==> config.mk <==
export PLATFORM = sky130hd
export DESIGN_NAME = kfc_front
export DESIGN_NICKNAME = d
export VERILOG_FILES = /design/src/rtl/kfc_pkg.sv /design/src/rtl/kfc_front.sv
export SDC_FILE = /design/constraint.sdc
export NUM_CORES = 1
export LEC_CHECK = 0
export BUFFER_PORTS_ARGS = -buffer_cell sky130_fd_sc_hd__buf_2
export CAP_MARGIN = 20
export CORE_MARGIN = 1.5
export CORE_UTILIZATION = 40
export DETAILED_ROUTE_END_ITERATION = 16
export GPL_TIMING_DRIVEN = 0
export PLACE_DENSITY = 0.73
export SYNTH_ARGS = -nofsm -noshare
export SYNTH_HDL_FRONTEND = slang
export SYNTH_SLANG_ARGS = --single-unit
export TNS_END_PERCENT = 5
==> constraint.sdc <==
create_clock -name clk -period 13.17 [get_ports clk]
set_input_delay 2.634 -clock clk [delete_from_list [all_inputs] [get_ports clk]]
set_output_delay 2.634 -clock clk [all_outputs]
set_load 0.1 [all_outputs]
==> src/rtl/kfc_pkg.sv <==
// Shared types and constants for the keyed FIFO with cancel.
// Used by every module in rtl/; depends on nothing.
`default_nettype none

package kfc_pkg;

    localparam int QUEUE_DEPTH = 64;
    localparam int IDX_W       = $clog2(QUEUE_DEPTH);
    localparam int CNT_W       = $clog2(QUEUE_DEPTH + 1);

    localparam int KEY_W  = 16;
    localparam int DATA_W = 32;
    localparam int TS_W   = 32;
    localparam int OCC_W  = 7;

    // front command queue, power of two so pointers wrap on their own
    localparam int FQ_DEPTH = 2;
    localparam int FQ_IDX_W = $clog2(FQ_DEPTH);
    localparam int FQ_CNT_W = $clog2(FQ_DEPTH + 1);

    localparam logic [1:0] ST_OK       = 2'd0;
    localparam logic [1:0] ST_FULL     = 2'd1;
    localparam logic [1:0] ST_EMPTY    = 2'd2;
    localparam logic [1:0] ST_NOTFOUND = 2'd3;

    typedef enum logic [1:0] {
        OP_PUSH   = 2'd0,
        OP_POP    = 2'd1,
        OP_SEARCH = 2'd2,
        OP_CANCEL = 2'd3
    } op_t;

    typedef struct packed {
        op_t               op;
        logic [KEY_W-1:0]  key;
        logic [DATA_W-1:0] payload;
        logic [TS_W-1:0]   timestamp;
    } cmd_word_t;

    typedef struct packed {
        logic [KEY_W-1:0]  key;
        logic [DATA_W-1:0] payload;
        logic [TS_W-1:0]   arrival;
    } entry_t;

    typedef struct packed {
        logic capture;   // latch match / select vectors
        logic pop_head;  // select slot 0 instead of a key match
        logic push;      // append at the tail
        logic remove;    // drop the selected slot and close the gap
    } slot_ctl_t;

    typedef struct packed {
        logic             found;
        logic [CNT_W-1:0] count;
    } slot_stat_t;

    typedef struct packed {
        logic [1:0]      status;
        entry_t          entry;
        logic [TS_W-1:0] done_time;
        logic [OCC_W-1:0] occupancy;
    } result_t;

endpackage

`default_nettype wire

==> src/rtl/kfc_front.sv <==
// Front end: accepts command words, decodes the opcode and buffers them
// in a small queue for the back end. Depends on kfc_pkg.
`default_nettype none

module kfc_front (
    input  wire logic                        clk,
    input  wire logic                        rst_n,
    input  wire logic                        in_valid,
    output logic                             in_stall,
    input  wire logic [1:0]                  command,
    input  wire logic [kfc_pkg::KEY_W-1:0]   key,
    input  wire logic [kfc_pkg::DATA_W-1:0]  payload,
    input  wire logic [kfc_pkg::TS_W-1:0]    timestamp,
    output logic                             fq_valid,
    output kfc_pkg::cmd_word_t               fq_word,
    input  wire logic                        fq_take
);
    import kfc_pkg::*;

    cmd_word_t             word_reg [FQ_DEPTH];
    logic [FQ_IDX_W-1:0]   wr_ptr_reg;
    logic [FQ_IDX_W-1:0]   wr_ptr_next;
    logic [FQ_IDX_W-1:0]   rd_ptr_reg;
    logic [FQ_IDX_W-1:0]   rd_ptr_next;
    logic [FQ_CNT_W-1:0]   cnt_reg;
    logic [FQ_CNT_W-1:0]   cnt_next;
    logic                  wr_en;
    cmd_word_t             in_word;

    assign in_stall = (cnt_reg == FQ_CNT_W'(FQ_DEPTH));
    assign wr_en    = in_valid && !in_stall;
    assign fq_valid = (cnt_reg != '0);
    assign fq_word  = word_reg[rd_ptr_reg];

    always_comb
    begin
        in_word.op        = op_t'(command);
        in_word.key       = key;
        in_word.payload   = payload;
        in_word.timestamp = timestamp;
    end

    always_comb
    begin
        wr_ptr_next = wr_ptr_reg;
        rd_ptr_next = rd_ptr_reg;
        cnt_next    = cnt_reg;
        if (wr_en)
        begin
            wr_ptr_next = wr_ptr_reg + 1'b1;
        end
        if (fq_take)
        begin
            rd_ptr_next = rd_ptr_reg + 1'b1;
        end
        if (wr_en && !fq_take)
        begin
            cnt_next = cnt_reg + 1'b1;
        end
        else if (!wr_en && fq_take)
        begin
            cnt_next = cnt_reg - 1'b1;
        end
    end

    always_ff @(posedge clk or negedge rst_n)
    begin
        if (!rst_n)
        begin
            wr_ptr_reg <= '0;
            rd_ptr_reg <= '0;
            cnt_reg    <= '0;
        end
        else
        begin
            wr_ptr_reg <= wr_ptr_next;
            rd_ptr_reg <= rd_ptr_next;
            cnt_reg    <= cnt_next;
        end
    end

    always_ff @(posedge clk)
    begin
        if (wr_en)
        begin
            word_reg[wr_ptr_reg] <= in_word;
        end
    end

endmodule

`default_nettype wire

==> results.toml <==
[setup_path]
crit_arrival_ns = 1.80
endpoint_kind = "primary output"
rr_startpoint = "cnt_reg[0]"
crit_slowest_cell = "dfrtp_1"
startpoint_type = "register"
r2r-end = "word_reg[0][70]"
critPathKind = "register to primary output"
max_stage_delay_ns = 0.35
rr_worst_depth = 4
crit_required_ns = 10.54
r2r_setup_slack_ns = 11.09
worstPathCellList = "buf_6 -> buf_12 -> mux2_4 -> buf_2"
crit_fanout = 10

[global_routing]
grt_pass1_vias = 3209
grt_usage = 0.1263
antenna_found_initial = 0
grt_pass1_wl_um = 15690
grt_max_degree = 43
gr-total-overflow = 0

[floorplanning]
die-width_um = 130.1
num_io_pins = 170
num_rows = 46
start_util = 0.4085
fp.dieH_um = 130.1
core_area_um2 = 15830
design.die.area_um2 = 16930

[cts]
root_buffer = "clkbuf_16"
clk_pin_slew_worst_paths_ns = 0.06
clk_latency_ns = 0.41
postCtsSetupRepairBufs = 0
cts_tree = "done"
ctsHtreeMaxLevel = 4
ctsLongestPathBuffers = 2
clock_sink_count = 168
cts_resized = 0
numCtsBuffers = 17
cts-hold-fix-buffers = 0

[placed_design]
portBuffers = 169
pre_cts_slack_ns = 8.918
dp_hpwl_um = 7418
gp_congestion = 0.6708

[job]
maxCapViolations = 0

[logic_synthesis]
synth_top_family_by_area = "multiplexers"
synth.distinct_cells = 16
synth_fa_ha_area_frac = 0.001935
synth_area_um2 = 6465
synth_area_leaders = "edfxtp_1 (76%), mux2_4 (16%), buf_12 (2.2%)"
synth.top_cell.area_share = 0.7618
yosysSeqAreaShare = 0.7772
ys_warn_count = 0
yosysTopAreaCell = "edfxtp_1"
syn_nets = 361
synth_xor_xnor_area_share = 0.006774
synthMuxAreaShare = 0.1835
synth_compound_area_frac = 0
synthSimpleGateAreaFrac = 0.004645
syn_avg_cell_area_um2 = 23.59
ys_ff_latch = 168
synth_cells = 274

[timing]
finalCritPeriodShare = 0.3364
tightest_slew_ns = 0.9130
fin_worst_skew_ns = 0.003473
finalHoldViolCount = 0
fin_tns_setup_ns = 0
setup_viol = 0
min_period_ns = 4.430
max_freq_ghz = 0.2257
maxSlewHeadroom = 0.3899
rsz0062_at_grt = "no"
maxSlewViolCount = 0
fin_ws_ns = 8.740

[final_layout]
layout.area.seq_um2 = 5025
final_layout_size_suffix_gt1_frac = 0.6213
mostFrequentLayoutCells = "buf_2 (170), edfxtp_1 (164), mux2_4 (70)"
multi_input_comb_area_um2 = 1285
fillers = 1283
final_common_cell = "buf_2"
n_antenna_cell = 0
areaGrowthSynthToFinish_pct = 28.16
largest_register_ffs = 164
num-nets-final = 552

[route]
firstDrtPassIters = 4
drt_iter0_drc = 129
antenna_left = 0
vias = 3104
viasPerCell = 4.473
routed_wl_um = 10720
drc = 0
wl_per_cell_um = 15.44

[status]
outcome = "finished, final reports clean"

[worst_hold_path]
min_path_type = "register to register"
min_path_cells = 1
min_to = "cnt_reg[1]"
hp-start = "cnt_reg[1]"
## worst max-delay path by stage
stage / from / to / slack [ns] / depth (start not counted)
floorplan: in_valid / word_reg[0][0] / 6.51 / 2
global placement: in_valid / word_reg[0][23] / 4.68 / 3
detailed placement: in_valid / word_reg[0][75] / 8.92 / 4
CTS: rd_ptr_reg / fq_word[26] / 8.70 / 4
global route: rd_ptr_reg / fq_word[25] / 8.65 / 4
finish: rd_ptr_reg / fq_word[26] / 8.74 / 4
## per-stage QoR
stage / util / hold slack [ns] / cells / instance area [um^2]
CTS: 0.5235 / 0.4990 / 694 / 8285
detailed placement: 0.4840 / 0.4782 / 662 / 7661
finish: 0.5235 / 0.4946 / 694 / 8285
floorplan: - / 0.4559 / 274 / 6465
global placement: 0.4790 / 0.4748 / 659 / 7581
global route: 0.5235 / 0.5189 / 694 / 8285
## synthesized netlist by cell type, drive strengths merged
cell type  count
inv            3
buf            9
nand2          1
ha             1
dfrtp          4
xnor2          2
xor2           3
nand2b         1
nor2           2
or2            1
edfxtp       164
mux2          82
and3           1
## worst max-delay path: cells and delay by family, from the launching register on
kind	cells	cell delay, ns
buffers and inverters	3	0.71
muxes	1	0.30
DFF	1	0.35
## logic make-up after synthesis
logic type / count (synthesis)
AND/OR/NAND/NOR: 6
buffers and inverters: 12
adder cells (fa/ha/maj): 1
multiplexers: 82
flip-flops: 168
XOR/XNOR: 5
## cell type report
type                    instances  area share
plain buffers                   9     0.01888
flip-flops and latches        168      0.6065
inverters                       3    0.001359
well taps                     216     0.03262
clock buffers                  17     0.05134
repair buffers                172      0.1102
clock inverters                15     0.02401
multi-input cells              94      0.1551
## routing by layer
layer | track usage | vias to the layer above | part of all wire
met2 | 0.2152 | 108 | 0.51
met3 | 0.05330 | 14 | 0.070
met1 | 0.1404 | 1516 | 0.40
met5 | 0 | - | 0
li1 | - | 1466 | -
met4 | 0.04902 | 0 | 0.013
Power is left out: the tool's default activity adds up to more than one toggle a clock period on the data nets, which glitch-free logic cannot reach.
