## config.mk

```make
export PLATFORM = sky130hd
export DESIGN_NAME = kfc_back
export DESIGN_NICKNAME = d
export VERILOG_FILES = /design/src/rtl/kfc_pkg.sv /design/src/rtl/kfc_back.sv
export SDC_FILE = /design/constraint.sdc
export NUM_CORES = 1
export LEC_CHECK = 0
export BUFFER_PORTS_ARGS = -buffer_cell sky130_fd_sc_hd__buf_2
export CORE_AREA = 2 2 153 155
export DETAILED_ROUTE_END_ITERATION = 16
export DIE_AREA = 0 0 155 157
export HOLD_SLACK_MARGIN = 0.08
export MAX_ROUTING_LAYER = met4
export PLACE_DENSITY = 0.76
export SLEW_MARGIN = 40
export SYNTH_ARGS = -nofsm -noshare
export SYNTH_HDL_FRONTEND = slang
export SYNTH_SLANG_ARGS = --single-unit
```

## constraint.sdc

```tcl
create_clock -name clk -period 4.05 [get_ports clk]
set_input_delay 0.2025 -clock clk [delete_from_list [all_inputs] [get_ports clk]]
set_output_delay 0.2025 -clock clk [all_outputs]
set_load 0.05 [all_outputs]
```

## src/rtl/kfc_pkg.sv

```systemverilog
// Shared types and constants for the keyed FIFO with cancel.
// Used by every module in rtl/; depends on nothing.
`default_nettype none

package kfc_pkg;

    localparam int QUEUE_DEPTH = 64;
    localparam int IDX_W       = $clog2(QUEUE_DEPTH);
    localparam int CNT_W       = $clog2(QUEUE_DEPTH + 1);

    localparam int KEY_W  = 16;
    localparam int DATA_W = 32;
    localparam int TS_W   = 32;
    localparam int OCC_W  = 7;

    // front command queue, power of two so pointers wrap on their own
    localparam int FQ_DEPTH = 2;
    localparam int FQ_IDX_W = $clog2(FQ_DEPTH);
    localparam int FQ_CNT_W = $clog2(FQ_DEPTH + 1);

    localparam logic [1:0] ST_OK       = 2'd0;
    localparam logic [1:0] ST_FULL     = 2'd1;
    localparam logic [1:0] ST_EMPTY    = 2'd2;
    localparam logic [1:0] ST_NOTFOUND = 2'd3;

    typedef enum logic [1:0] {
        OP_PUSH   = 2'd0,
        OP_POP    = 2'd1,
        OP_SEARCH = 2'd2,
        OP_CANCEL = 2'd3
    } op_t;

    typedef struct packed {
        op_t               op;
        logic [KEY_W-1:0]  key;
        logic [DATA_W-1:0] payload;
        logic [TS_W-1:0]   timestamp;
    } cmd_word_t;

    typedef struct packed {
        logic [KEY_W-1:0]  key;
        logic [DATA_W-1:0] payload;
        logic [TS_W-1:0]   arrival;
    } entry_t;

    typedef struct packed {
        logic capture;   // latch match / select vectors
        logic pop_head;  // select slot 0 instead of a key match
        logic push;      // append at the tail
        logic remove;    // drop the selected slot and close the gap
    } slot_ctl_t;

    typedef struct packed {
        logic             found;
        logic [CNT_W-1:0] count;
    } slot_stat_t;

    typedef struct packed {
        logic [1:0]      status;
        entry_t          entry;
        logic [TS_W-1:0] done_time;
        logic [OCC_W-1:0] occupancy;
    } result_t;

endpackage

`default_nettype wire

```

## src/rtl/kfc_back.sv

```systemverilog
// Back end: two-step sequencer that runs one command against the slot
// store and fills the result register. Depends on kfc_pkg.
`default_nettype none

module kfc_back (
    input  wire logic                        clk,
    input  wire logic                        rst_n,
    input  wire logic                        fq_valid,
    input  wire kfc_pkg::cmd_word_t          fq_word,
    output logic                             fq_take,
    output kfc_pkg::slot_ctl_t               slot_ctl,
    output logic [kfc_pkg::KEY_W-1:0]        match_key,
    output kfc_pkg::entry_t                  push_entry,
    input  wire kfc_pkg::entry_t             sel_entry,
    input  wire kfc_pkg::slot_stat_t         slot_stat,
    output logic                             out_valid,
    input  wire logic                        out_stall,
    output kfc_pkg::result_t                 result
);
    import kfc_pkg::*;

    typedef enum logic [1:0] {
        BK_IDLE = 2'b01,
        BK_EXEC = 2'b10
    } bk_state_t;

    bk_state_t         state_reg;
    bk_state_t         state_next;
    cmd_word_t         cur_reg;
    logic              out_valid_reg;
    logic              out_valid_next;
    result_t           res_reg;
    result_t           res_next;
    logic              full;
    logic              empty;
    logic [CNT_W-1:0]  occ;

    assign match_key          = fq_word.key;
    assign push_entry.key     = cur_reg.key;
    assign push_entry.payload = cur_reg.payload;
    assign push_entry.arrival = cur_reg.timestamp;
    assign full               = (slot_stat.count == CNT_W'(QUEUE_DEPTH));
    assign empty              = (slot_stat.count == '0);
    assign out_valid          = out_valid_reg;
    assign result             = res_reg;

    always_comb
    begin
        state_next     = state_reg;
        out_valid_next = out_valid_reg;
        res_next       = res_reg;
        fq_take        = 1'b0;
        slot_ctl       = '0;
        occ            = slot_stat.count;

        if (out_valid_reg && !out_stall)
        begin
            out_valid_next = 1'b0;
        end

        case (state_reg)
            BK_IDLE:
            begin
                // result register must be free by the time EXEC writes it
                if (fq_valid && (!out_valid_reg || !out_stall))
                begin
                    fq_take           = 1'b1;
                    slot_ctl.capture  = 1'b1;
                    slot_ctl.pop_head = (fq_word.op == OP_POP);
                    state_next        = BK_EXEC;
                end
            end
            BK_EXEC:
            begin
                res_next        = '0;
                res_next.status = ST_OK;
                case (cur_reg.op)
                    OP_PUSH:
                    begin
                        if (full)
                        begin
                            res_next.status = ST_FULL;
                        end
                        else
                        begin
                            slot_ctl.push  = 1'b1;
                            res_next.entry = push_entry;
                        end
                    end
                    OP_POP:
                    begin
                        if (empty)
                        begin
                            res_next.status = ST_EMPTY;
                        end
                        else
                        begin
                            slot_ctl.remove    = 1'b1;
                            res_next.entry     = sel_entry;
                            res_next.done_time = cur_reg.timestamp;
                        end
                    end
                    OP_SEARCH, OP_CANCEL:
                    begin
                        if (empty)
                        begin
                            res_next.status = ST_EMPTY;
                        end
                        else if (!slot_stat.found)
                        begin
                            res_next.status = ST_NOTFOUND;
                        end
                        else
                        begin
                            res_next.entry  = sel_entry;
                            slot_ctl.remove = (cur_reg.op == OP_CANCEL);
                        end
                    end
                    default:
                    begin
                        res_next.status = ST_OK;
                    end
                endcase
                if (slot_ctl.push)
                begin
                    occ = slot_stat.count + 1'b1;
                end
                else if (slot_ctl.remove)
                begin
                    occ = slot_stat.count - 1'b1;
                end
                res_next.occupancy = OCC_W'(occ);
                out_valid_next     = 1'b1;
                state_next         = BK_IDLE;
            end
            default:
            begin
                state_next = BK_IDLE;
            end
        endcase
    end

    always_ff @(posedge clk or negedge rst_n)
    begin
        if (!rst_n)
        begin
            state_reg     <= BK_IDLE;
            out_valid_reg <= 1'b0;
        end
        else
        begin
            state_reg     <= state_next;
            out_valid_reg <= out_valid_next;
        end
    end

    always_ff @(posedge clk)
    begin
        res_reg <= res_next;
        if (fq_take)
        begin
            cur_reg <= fq_word;
        end
    end

endmodule

`default_nettype wire

```

==> impl_metrics.ini, run 1 <==
[placed_design]
gp_congestion = 0.870
io_buffers = 396
placedInstanceArea_um2 = 9890
hpwl_um = 15700
post-place-ws_ps = 1580
dp.cells = 1067

[timing]
hold_viol_final = 0
finalCriticalPeriod_ps = 2460
fmax_ghz = 0.407
drv_slew = 0
worst_pin_slew_ps = 694
rsz0062_at_grt = no
fin_crit_sh_pct = 60.6
setup_viol = 0
fin_tns_setup_ps = 0
relSlewSlack_pct = 53.7
fin_hold_ws_ps = 103
clock-skew-final_ps = 6.96
layout_setup_ws_ps = 1590

[drt]
drt_iter0_drc = 485
drt-total-wl_um = 25100
drc = 0
vias = 6143
wl_per_cell_um = 19.6
first_pass_iters = 5
avgViaCountPerCell = 4.80
detail-route-antenna-nets = 0

[critical_path]
crit_type = reg2out
start_kind = flop
required_ps = 3850
cp_slowest_stage_delay_ps = 520
timing.rr.start = cur_reg[81]
cp-end-kind = primary output
worst_path_max_delay_cell = dfstp_2
crit_arrival_ps = 2250
startpoint = state_reg[0]
crit_chain = nand3_1 -> or2_2 -> clkinv_4 -> buf_2
worstPathMaxFanout = 56

[logic_synthesis]
syn_area_um2 = 8330
ys_warn_count = 0
ys_ff_latch = 206
yosys.area.top_type_share_pct = 73.1
synth_cell_type_count = 35
synthCells = 494
yosys-top-cells-area = edfxtp_1, buf_4, a22o_1
syn_nets = 671
syn_area_per_cell_um2 = 16.9
synth-seq-area-share_pct = 74.1
synth.largest_area_cell = edfxtp_1

[final_layout]
layout_commonest_cell = buf_2
largest_register_ffs = 121
final_cell_mix = buf_2, edfxtp_1, dlygate4sd3_1
final_cells = 1280
finalInstanceArea_um2 = 12400
nNetsFinal = 1153
area.growth.synth_to_final_pct = 48.4
drive_gt1_share_pct = 45.4

[clocking]
clock_latency_ps = 500
numCtsBuffers = 23
cts_resized = 0
h-tree-depth = 1
cts_root_buffer = clkbuf_16
clk_pin_slew_ps = 60
cts_sinks = 206
cts_tree = built
ctsLongestPathBuffers = 3

[die]
die_h_um = 157
start_util_pct = 37.0
rows = 55
die_x_um = 155
core_area_um2 = 22500
die_area_um2 = 24300
io_pins = 397

[power_and_ir_drop]
powerDensity_nw_per_um2 = 491
peakVddDrop_mv = 0.331
leakagePower_nw = 5.17

[global_route]
grt_pass1_wl_um = 36600
grtUsageMet3_pct = 4.35
grt_util_met1_pct = 22.2
grt_start_max_net_pins = 71
grt_overflow = 0
grt_pass1_vias = 6565
track_usage_pct = 20.2
busiest_layer = met2
gr-usage-met2_pct = 36.0
antenna_found_initial = 4

[job]
drv_cap = 0

[min_path]
min_path_type = in2reg
worstHoldStart = slot_stat[3]

[run_status]
status = finished, final reports clean
==> final timing paths <==
| check | endpoint | slack, ps | depth (start not counted) |
|---|---|---|---|
| setup / recovery | slot_ctl[3] | 1590 | 4 |
| hold / removal | result[3] | 100 | 2 |
| setup reg to reg | result[66] | 1600 | 5 |
| hold reg to reg | out_valid | 560 | 2 |
| max in group asynchronous | out_valid | 3340 | 3 |
| min in group asynchronous | state_reg[0] | 180 | 2 |
==> cell type report <==
class	instances	area, um^2
multi-input combinational	166	1270
timing repair buffer	574	3750
clock buffer	27	591
fill	1746	10100
antenna	5	12.5
sequential	206	6170
clock inverter	12	184
inverter	5	28.8
tap	285	357
==> metrics by stage <==
step	utilization, %	total power [mW]
floorplan	-	3.59
global placement	43.8	3.78
detailed placement	44.0	3.80
CTS	54.9	6.09
global route	55.0	6.25
finish	55.0	6.07
==> cell families after synthesis <==
logic type	share of synthesized area [%]
adder cells (fa/ha/maj)	0.450
buffers and inverters	10.8
AO/OA/AOI/OAI	9.49
AND/OR/NAND/NOR	4.58
flip-flops	74.1
XOR/XNOR	0.631
==> Yosys cell counts, drive strengths merged <==
master	number
edfxtp	203
buf	114
a22o	80
and2	33
nor2	9
nand2	8
inv	5
nand3	4
xor2	4
clkbuf	3
ha	3
nand4	3
a21oi	2
dfrtp	2
nand2b	2
nor3b	2
o21ai	2
o22ai	2
or2	2
xnor2	2
a21boi	1
a221oi	1
a31oi	1
a32oi	1
dfstp	1
nor3	1
nor4b	1
o221ai	1
or3	1
==> per-layer routing <==
| layer | routed length (um) | vias up |
|---|---|---|
| met5 | 0 | - |
| met4 | 903 | 0 |
| met3 | 1800 | 63 |
| met2 | 13100 | 354 |
| met1 | 9360 | 2963 |
| li1 | - | 2763 |
==> power by group <==
group / switching [mW] / total (mW) / internal [mW] / leakage [nW]
Clock: 0.813 / 2.16 / 1.35 / 0.375
Sequential: 0.0810 / 2.65 / 2.57 / 1.92
Combinational: 0.873 / 1.25 / 0.382 / 2.87
Total: 1.77 / 6.07 / 4.30 / 5.17
==> worst max-delay path: cells and delay by family, from the launching register on <==
kind	cells	cell delay [ps]
DFF	1	520
buffers and inverters	2	800
and+or+nand+nor	2	410
==> timing repair <==
| action | CTS | global route |
|---|---|---|
| buffers inserted | 0 | 0 |
| hold endpoints to repair | 170 | 0 |
| hold buffers | 169 | 0 |
Note: power is estimated with default switching activity, not from simulation.
==> run 2, diff against run 1 <==
- PLACE_DENSITY: 0.76 -> 0.78
- clock period: 4.05 -> 2.05 ns (I/O delays scaled with it)
==> run 2 against run 1 <==
  * Final area up 1.7%
  * Die area stayed put
  * Flip-flop and latch count did not move
  * Global-route usage down 0.083 points
  * Non-clock buffer count grew 9
  * Setup slack got worse by 1500 ps
  * Final cell count rose by 0.78%
  * Highest routed layer unchanged
  * Via count up 2.4%
  * Clock skew is 1.6 ps higher
  * Total power rose by 95%
  * Critical path depth grew 4
==> impl_metrics.ini, run 2 (synthesis gave the netlist of run 1 again) <==
[drt]
wl_per_cell_um = 19.7
drc = 0
drt_iter0_drc = 388
first_pass_iters = 4
avgViaCountPerCell = 4.88
vias = 6292
drt-total-wl_um = 25400
detail-route-antenna-nets = 0

[min_path]
min_path_type = in2reg

[final_layout]
layout_commonest_cell = buf_2
area.growth.synth_to_final_pct = 51.0
nFillCells = 1713
nNetsFinal = 1162
largest_register_ffs = 121
finalInstanceArea_um2 = 12600
final_cell_mix = buf_2, edfxtp_1, dlygate4sd3_1
drive_gt1_share_pct = 45.8

[global_route]
track_usage_pct = 20.1
grt_pass1_vias = 6578
grt_overflow = 0
grt_pass1_wl_um = 36500
grt_start_max_net_pins = 73
antenna_found_initial = 2

[timing]
relSlewSlack_pct = 60.9
rsz0062_at_grt = yes
fin_crit_sh_pct = 97.2
setup_viol = 0
fmax_ghz = 0.502
drv_slew = 0
finalCriticalPeriod_ps = 1990
worst_pin_slew_ps = 585
fin_hold_ws_ps = 187
clock-skew-final_ps = 8.52
layout_setup_ws_ps = 57.3
hold_viol_final = 0

[power_and_ir_drop]
leakagePower_nw = 5.24
powerDensity_nw_per_um2 = 939
peakVddDrop_mv = 0.772

[run_status]
status = finished, final reports clean

[die]
die_area_um2 = 24300
die_x_um = 155
start_util_pct = 37.0
rows = 55
core_area_um2 = 22500
io_pins = 397
die_h_um = 157

[critical_path]
start_kind = input pin
crit_arrival_ps = 2250
startpoint = slot_stat[4]
required_ps = 2310
timing.rr.start = cur_reg[81]
crit_type = in2reg
cp-end-kind = flop
rr_endpoint = result[106]
reg2regPathDepth = 6
worstPathMaxFanout = 35
critPathCapture = result[106]
reg2reg_slack_ps = 130

[placed_design]
placedInstanceArea_um2 = 9980
hpwl_um = 15400
gp_congestion = 0.856
post-place-ws_ps = 191
io_buffers = 396

[clocking]
cts_root_buffer = clkbuf_16
clk_pin_slew_ps = 60
cts_sinks = 206
ctsLongestPathBuffers = 3
clock_latency_ps = 510
numCtsBuffers = 23
cts_tree = built
h-tree-depth = 1

[job]
drv_cap = 0
==> run 2: worst min path at each step <==
stage / start / endpoint / cells after the start / slack, ps
floorplan: rst_n / out_valid / 0 / -190
CTS: slot_stat[1] / result[3] / 4 / 140
finish: slot_stat[1] / result[5] / 4 / 190
global placement: rst_n / state_reg[1] / 1 / -100
detailed placement: rst_n / state_reg[1] / 1 / -100
global route: slot_stat[0] / result[1] / 5 / 220
==> run 2: area by class of cell <==
| cell class | count | area [um^2] | share of cell area (%) |
|---|---|---|---|
| Sequential cell | 206 | 6170 | 49.1 |
| Tap cell | 285 | 357 | 2.83 |
| Clock buffer | 26 | 587 | 4.66 |
| Inverter | 5 | 26.3 | 0.209 |
| Antenna cell | 3 | 7.51 | 0.0596 |
| Multi-Input combinational cell | 166 | 1310 | 10.4 |
| Clock inverter | 16 | 138 | 1.09 |
| Timing Repair Buffer | 583 | 3990 | 31.7 |
==> run 2: metrics by stage <==
stage / cells / TNS, ps / utilization [%] / total power, mW
CTS: 1286 / 0 / 55.7 / 11.9
global placement: 1066 / 0 / 44.3 / 7.49
global route: 1289 / -14.9 / 55.9 / 12.2
detailed placement: 1067 / 0 / 44.3 / 7.54
floorplan: 494 / -143250 / - / 7.10
finish: 1290 / 0 / 55.9 / 11.8
==> run 2: power breakdown <==
group / internal [mW] / total [mW] / switching, mW
Clock: 2.31 / 3.97 / 1.66
Sequential: 5.07 / 5.23 / 0.156
Combinational: 0.865 / 2.62 / 1.76
Total: 8.25 / 11.8 / 3.57
==> run 2: what timing repair did <==
item,in CTS,in global routing
cloned,2,0
resized for setup,7,7
hold buffers,174,0
setup buffers,1,1
pin swaps,0,0
endpoints found under the setup margin,4,5
endpoints found under the hold margin,176,0
==> run 2: per-layer routing <==
metal	routed length [um]	share of wire (%)	global-route usage, %	vias to the layer above
li1	-	-	-	2786
met1	9090	36	22.2	3028
met3	2230	8.8	4.93	81
met2	13000	51	35.2	397
met4	1100	4.3	7.98	0
met5	0	0	-	-
==> run 2: critical path, cell delays in order <==
cell	delay [ps]
dlygate4sd3_1	540
buf_2	160
nor2_2	260
nand3_1	160
o21ai_1	350
nor2_4	80
buf_4	280
a22o_1	290
